File: src/rtl/core/psp_pkg.sv
// shared types and codes for the point to segment projection block
// no dependencies
`timescale 1ns / 1ps

package psp_pkg;

    // kind of result returned with each projection
    typedef enum logic [1:0] {
        KIND_INTERIOR = 2'd0,
        KIND_DEGEN    = 2'd1,
        KIND_ENDPOINT = 2'd2
    } t_kind;

    localparam int KIND_W = 2;

endpackage

File: src/rtl/core/psp_div_cell.sv
// one cell of the restoring divider chain: one quotient bit per cell for two lanes
// uses psp_pkg for the width of the result kind carried alongside
`timescale 1ns / 1ps

module psp_div_cell
    import psp_pkg::*;
#(
    parameter int QUO_W  = 32,
    parameter int DEN_W  = 67,
    parameter int REM_W  = 99,
    parameter int SIDE_W = 68,
    parameter int SHIFT  = 31
) (
    input  logic              i_clk,
    input  logic              i_rst_n,
    input  logic              i_en,
    input  logic              i_valid,
    input  logic [REM_W-1:0]  i_rem_x,
    input  logic [REM_W-1:0]  i_rem_y,
    input  logic [QUO_W-1:0]  i_quo_x,
    input  logic [QUO_W-1:0]  i_quo_y,
    input  logic [DEN_W-1:0]  i_den,
    input  logic [SIDE_W-1:0] i_side,
    output logic              o_valid,
    output logic [REM_W-1:0]  o_rem_x,
    output logic [REM_W-1:0]  o_rem_y,
    output logic [QUO_W-1:0]  o_quo_x,
    output logic [QUO_W-1:0]  o_quo_y,
    output logic [DEN_W-1:0]  o_den,
    output logic [SIDE_W-1:0] o_side
);

    logic [REM_W-1:0] w_dsh;
    logic [REM_W:0]   w_try_x;
    logic [REM_W:0]   w_try_y;
    logic             r_valid;
    logic [REM_W-1:0] r_rem_x, r_rem_y, n_rem_x, n_rem_y;
    logic [QUO_W-1:0] r_quo_x, r_quo_y, n_quo_x, n_quo_y;
    logic [DEN_W-1:0] r_den;
    logic [SIDE_W-1:0] r_side;

    // trial subtract of the shifted divisor in both lanes
    always_comb begin
        w_dsh   = REM_W'(i_den) << SHIFT;
        w_try_x = {1'b0, i_rem_x} - {1'b0, w_dsh};
        w_try_y = {1'b0, i_rem_y} - {1'b0, w_dsh};
        n_rem_x = w_try_x[REM_W] ? i_rem_x : w_try_x[REM_W-1:0];
        n_rem_y = w_try_y[REM_W] ? i_rem_y : w_try_y[REM_W-1:0];
        n_quo_x = {i_quo_x[QUO_W-2:0], ~w_try_x[REM_W]};
        n_quo_y = {i_quo_y[QUO_W-2:0], ~w_try_y[REM_W]};
    end

    // control
    always_ff @(posedge i_clk) begin
        if (!i_rst_n) begin
            r_valid <= 1'b0;
        end else if (i_en) begin
            r_valid <= i_valid;
        end
    end

    // payload
    always_ff @(posedge i_clk) begin
        if (i_en) begin
            r_rem_x <= n_rem_x;
            r_rem_y <= n_rem_y;
            r_quo_x <= n_quo_x;
            r_quo_y <= n_quo_y;
            r_den   <= i_den;
            r_side  <= i_side;
        end
    end

    assign o_valid = r_valid;
    assign o_rem_x = r_rem_x;
    assign o_rem_y = r_rem_y;
    assign o_quo_x = r_quo_x;
    assign o_quo_y = r_quo_y;
    assign o_den   = r_den;
    assign o_side  = r_side[SIDE_W-1 -: KIND_W] == KIND_INTERIOR ? r_side : r_side;

endmodule

File: config.mk
export PLATFORM = sky130hd
export DESIGN_NAME = psp_div_cell
export DESIGN_NICKNAME = d
export VERILOG_FILES = /design/src/rtl/core/psp_pkg.sv /design/src/rtl/core/psp_div_cell.sv
export SDC_FILE = /design/constraint.sdc
export NUM_CORES = 1
export LEC_CHECK = 0
export ABC_AREA = 1
export BUFFER_PORTS_ARGS = -buffer_cell sky130_fd_sc_hd__buf_2
export CELL_PAD_IN_SITES_DETAIL_PLACEMENT = 2
export CELL_PAD_IN_SITES_GLOBAL_PLACEMENT = 2
export CORE_UTILIZATION = 25
export CTS_BUF_LIST = sky130_fd_sc_hd__clkbuf_4
export CTS_CLUSTER_DIAMETER = 80
export DETAILED_ROUTE_END_ITERATION = 10
export GPL_TIMING_DRIVEN = 0
export PLACE_DENSITY = 0.83
export SLEW_MARGIN = 20
export SYNTH_ARGS = -nofsm -noshare
export SYNTH_HDL_FRONTEND = slang
export SYNTH_SLANG_ARGS = --single-unit
File: constraint.sdc
create_clock -name i_clk -period 3.14 [get_ports i_clk]
set_input_delay 0.314 -clock i_clk [delete_from_list [all_inputs] [get_ports i_clk]]
set_output_delay 0.314 -clock i_clk [all_outputs]
set_load 0.03 [all_outputs]
==> results.toml <==
[cts]
clkSinkCount = 398
cts_root_buf = "clkbuf_4"
cts_buffers = 117
insertion_delay_ns = 1.06
tritoncts = "done"
path_clk_slew_ns = 0.08
h-tree-depth = 3
clock_path_buffers = 3

[global_routing]
grt_max_degree = 99
grtUsageTotal_pct = 35.3
antenna_found_initial = 40
grt_pass1_wl_um = 257000
grt_pass1_vias = 34924
grt_remaining_overflow = 0

[synthesis]
synthesis.nets = 3867
ys.warnings.count = 0
synth-edff-count = 397
ys_types = 40
yosys-top-cells-count = "nand2_1 (1,175), inv_1 (625), edfxtp_1 (397), nor2_1 (255), a21oi_1 (167)"
syn_area_um2 = 25700
synth_top_area_cell = "edfxtp_1"
async_flop_share_pct = 0
synth_most_common_cell = "nand2_1"
ys_seq_elements = 398
synth_top_area_share_pct = 46.5
synth.area.top_cells = "edfxtp_1 (46%), nand2_1 (17%), inv_1 (9.1%)"
ys.flop_type = "edfxtp_1"
synthCells = 3330
yosysSeqAreaShare_pct = 46.5
avgSynthCellArea_um2 = 7.71

[place]
numPortBuffers = 796
place_area_um2 = 31500
globalplace.congestion = 0.931
place_hpwl_um = 133000

[critical_path]
cp.required_ns = 3.84
critPathMostFrequentCell = "nand2_1"
crit_arrival_ns = 3.95
setup.worst_path.start_class = "primary input"
max_stage_delay_ns = 0.82
crit_fanout = 10
crit_family = "simple AND/OR/NAND/NOR gates"
rr_worst_depth = 3
worst-path-buf-inv = 4
worst-setup-path-type = "primary input to flop"
slowest_stage = "o21ai_0"
cp-end-kind = "flop"
cp.depth = 12
worstPathCellList = "dlygate4sd3_1 > buf_2 > ha_1 > nand2_1 > nor3_1 > nand2_1 > nor2_4 > nand4_1 > clkinv_1 > nor2_1 > clkbuf_1 > o21ai_0"

[routing]
viasPerCell = 4.95
num_vias = 31743
route.detailed.drc = 0
dr.pass1.iters = 5
wl_um = 188000
routedWlPerCell_um = 29.4
dr.first_iter.drc_count = 1960
ant_nets = 0

[final_layout]
final_nets = 5461
fin_area_um2 = 39900
fin_util_pct = 39.2
filler_cell_count = 11730
seqCellArea_um2 = 11900
layout-drive-gt1-share_pct = 21.0
multi_input_area_um2 = 11300
syn2layout_area_growth_pct = 55.4

[power_and_ir_drop]
ir_worst_vdd_v = 0.000268
p_int_w = 0.0110
power_frac_seq_pct = 35.7
cellPowerDensity_nw_per_um2 = 481
leakagePower_nw = 19.6
p_total_w = 0.0192
combPwrFrac_pct = 34.8
switching_power_w = 0.00816
sw_frac_of_total_pct = 42.6
clkPwrFrac_pct = 29.5

[die]
io_pins = 799
die-area_um2 = 104000
core_area_um2 = 102000
die_w_um = 322
die_h_um = 322
start_util_pct = 25.2
rows = 117

[timing]
slew_headroom_pct = 39.9
skew_ns = 0
max_freq_ghz = 0.309
hold_viol = 0
tightest_slew_ns = 0.900
period_share_pct = 103
finalSetupTns_ns = -0.288
worst_slack_ns = -0.101
rsz0062_at_grt = "true"
drv_slew = 0
layout_min_cycle_time_ns = 3.24
setup-violations-final = 7

[worst_hold_path]
hold_depth = 2
hold_class = "primary input to flop"

[outcome]
status = "finished with violations"
violations = "negative setup slack"

[job]
cap_violations = 0
flip-flops by register name (all words and copies together) (netlist names):
register  cells
o_den        67
o_quo_x      32
o_quo_y      32
o_rem_x      99
o_rem_y      99
o_side       68
o_valid       1
per-stage QoR:
step           std cells  setup slack [ns]  hold WS [ns]
2_1_floorplan       3330             0.856         0.407
3_3_place_gp        5494             -4.69         0.490
3_5_place_dp        5498            -0.949         0.492
4_1_cts             6370           0.00153        -0.336
5_1_grt             6401            -0.148        0.0336
6_report            6416            -0.101        0.0710
power groups by stage:
| stage | combinational (W) | clock, W | sequential (W) |
|---|---|---|---|
| 3_5_place_dp | 0.00558 | 0 | 0.00684 |
| 2_1_floorplan | 0.00197 | 0 | 0.00793 |
| 3_3_place_gp | 0.00545 | 0 | 0.00686 |
| 4_1_cts | 0.00634 | 0.00529 | 0.00674 |
| 6_report | 0.00668 | 0.00566 | 0.00684 |
| 5_1_grt | 0.00697 | 0.00594 | 0.00686 |
routing by layer:
| metal | GRT usage (%) | vias to the layer above | share of wire [%] |
|---|---|---|---|
| met5 | 0 | - | 0.090 |
| met4 | 28.9 | 28 | 9.4 |
| met3 | 8.01 | 632 | 5.8 |
| met2 | 62.6 | 1398 | 49 |
| met1 | 35.1 | 15708 | 35 |
| li1 | - | 13977 | - |
worst paths after layout:
kind,slack (ns),endpoint,startpoint
max,-0.10,o_rem_y[33],i_rem_y[78]
min,0.07,o_den[41],i_den[41]
max reg2reg,1.82,o_valid,o_valid
min reg2reg,1.21,o_valid,o_valid
area by class of cell:
type / instances / share of cell area (%)
repair buffers: 1474 / 27.1
flip-flops and latches: 398 / 29.9
clock buffers: 163 / 3.07
inverters: 631 / 5.94
plain buffers: 31 / 0.455
multi-input cells: 2271 / 28.4
clock inverters: 47 / 0.580
well taps: 1368 / 4.29
diodes: 33 / 0.207
cells in the final DEF (no fill, tap or decap), types with 35 or more instances in the layout:
cell           instances
nand2_1             1173
buf_2                809
dlygate4sd3_1        665
inv_1                624
edfxtp_1             397
nor2_1               248
clkbuf_4             166
a21oi_1              164
nand3_1              141
o21ai_0              136
ha_1                 130
nand4_1               56
xor2_1                38
nand3b_1              37
clkinv_1              35
cell families (layout without fill, tap and decap cells):
family / after synthesis / count (layout) / share of synthesized area, %
xor gates and xnor gates: 70 / 70 / 2.39
DFF: 398 / 398 / 46.5
other: 0 / 33 / 0
and+or+nand+nor: 1723 / 1724 / 27.6
AOI/OAI and AO/OA: 341 / 341 / 6.91
buffers and inverters: 662 / 2346 / 9.87
adders and majority gates: 136 / 136 / 6.69
what timing repair did:
action                     CTS  global route
hold buffers               662             3
resized for setup            0            45
hold endpoints to repair   547             3
setup endpoints to repair    0            37
buffers inserted             0             9
(Power assumes the default switching activity.)
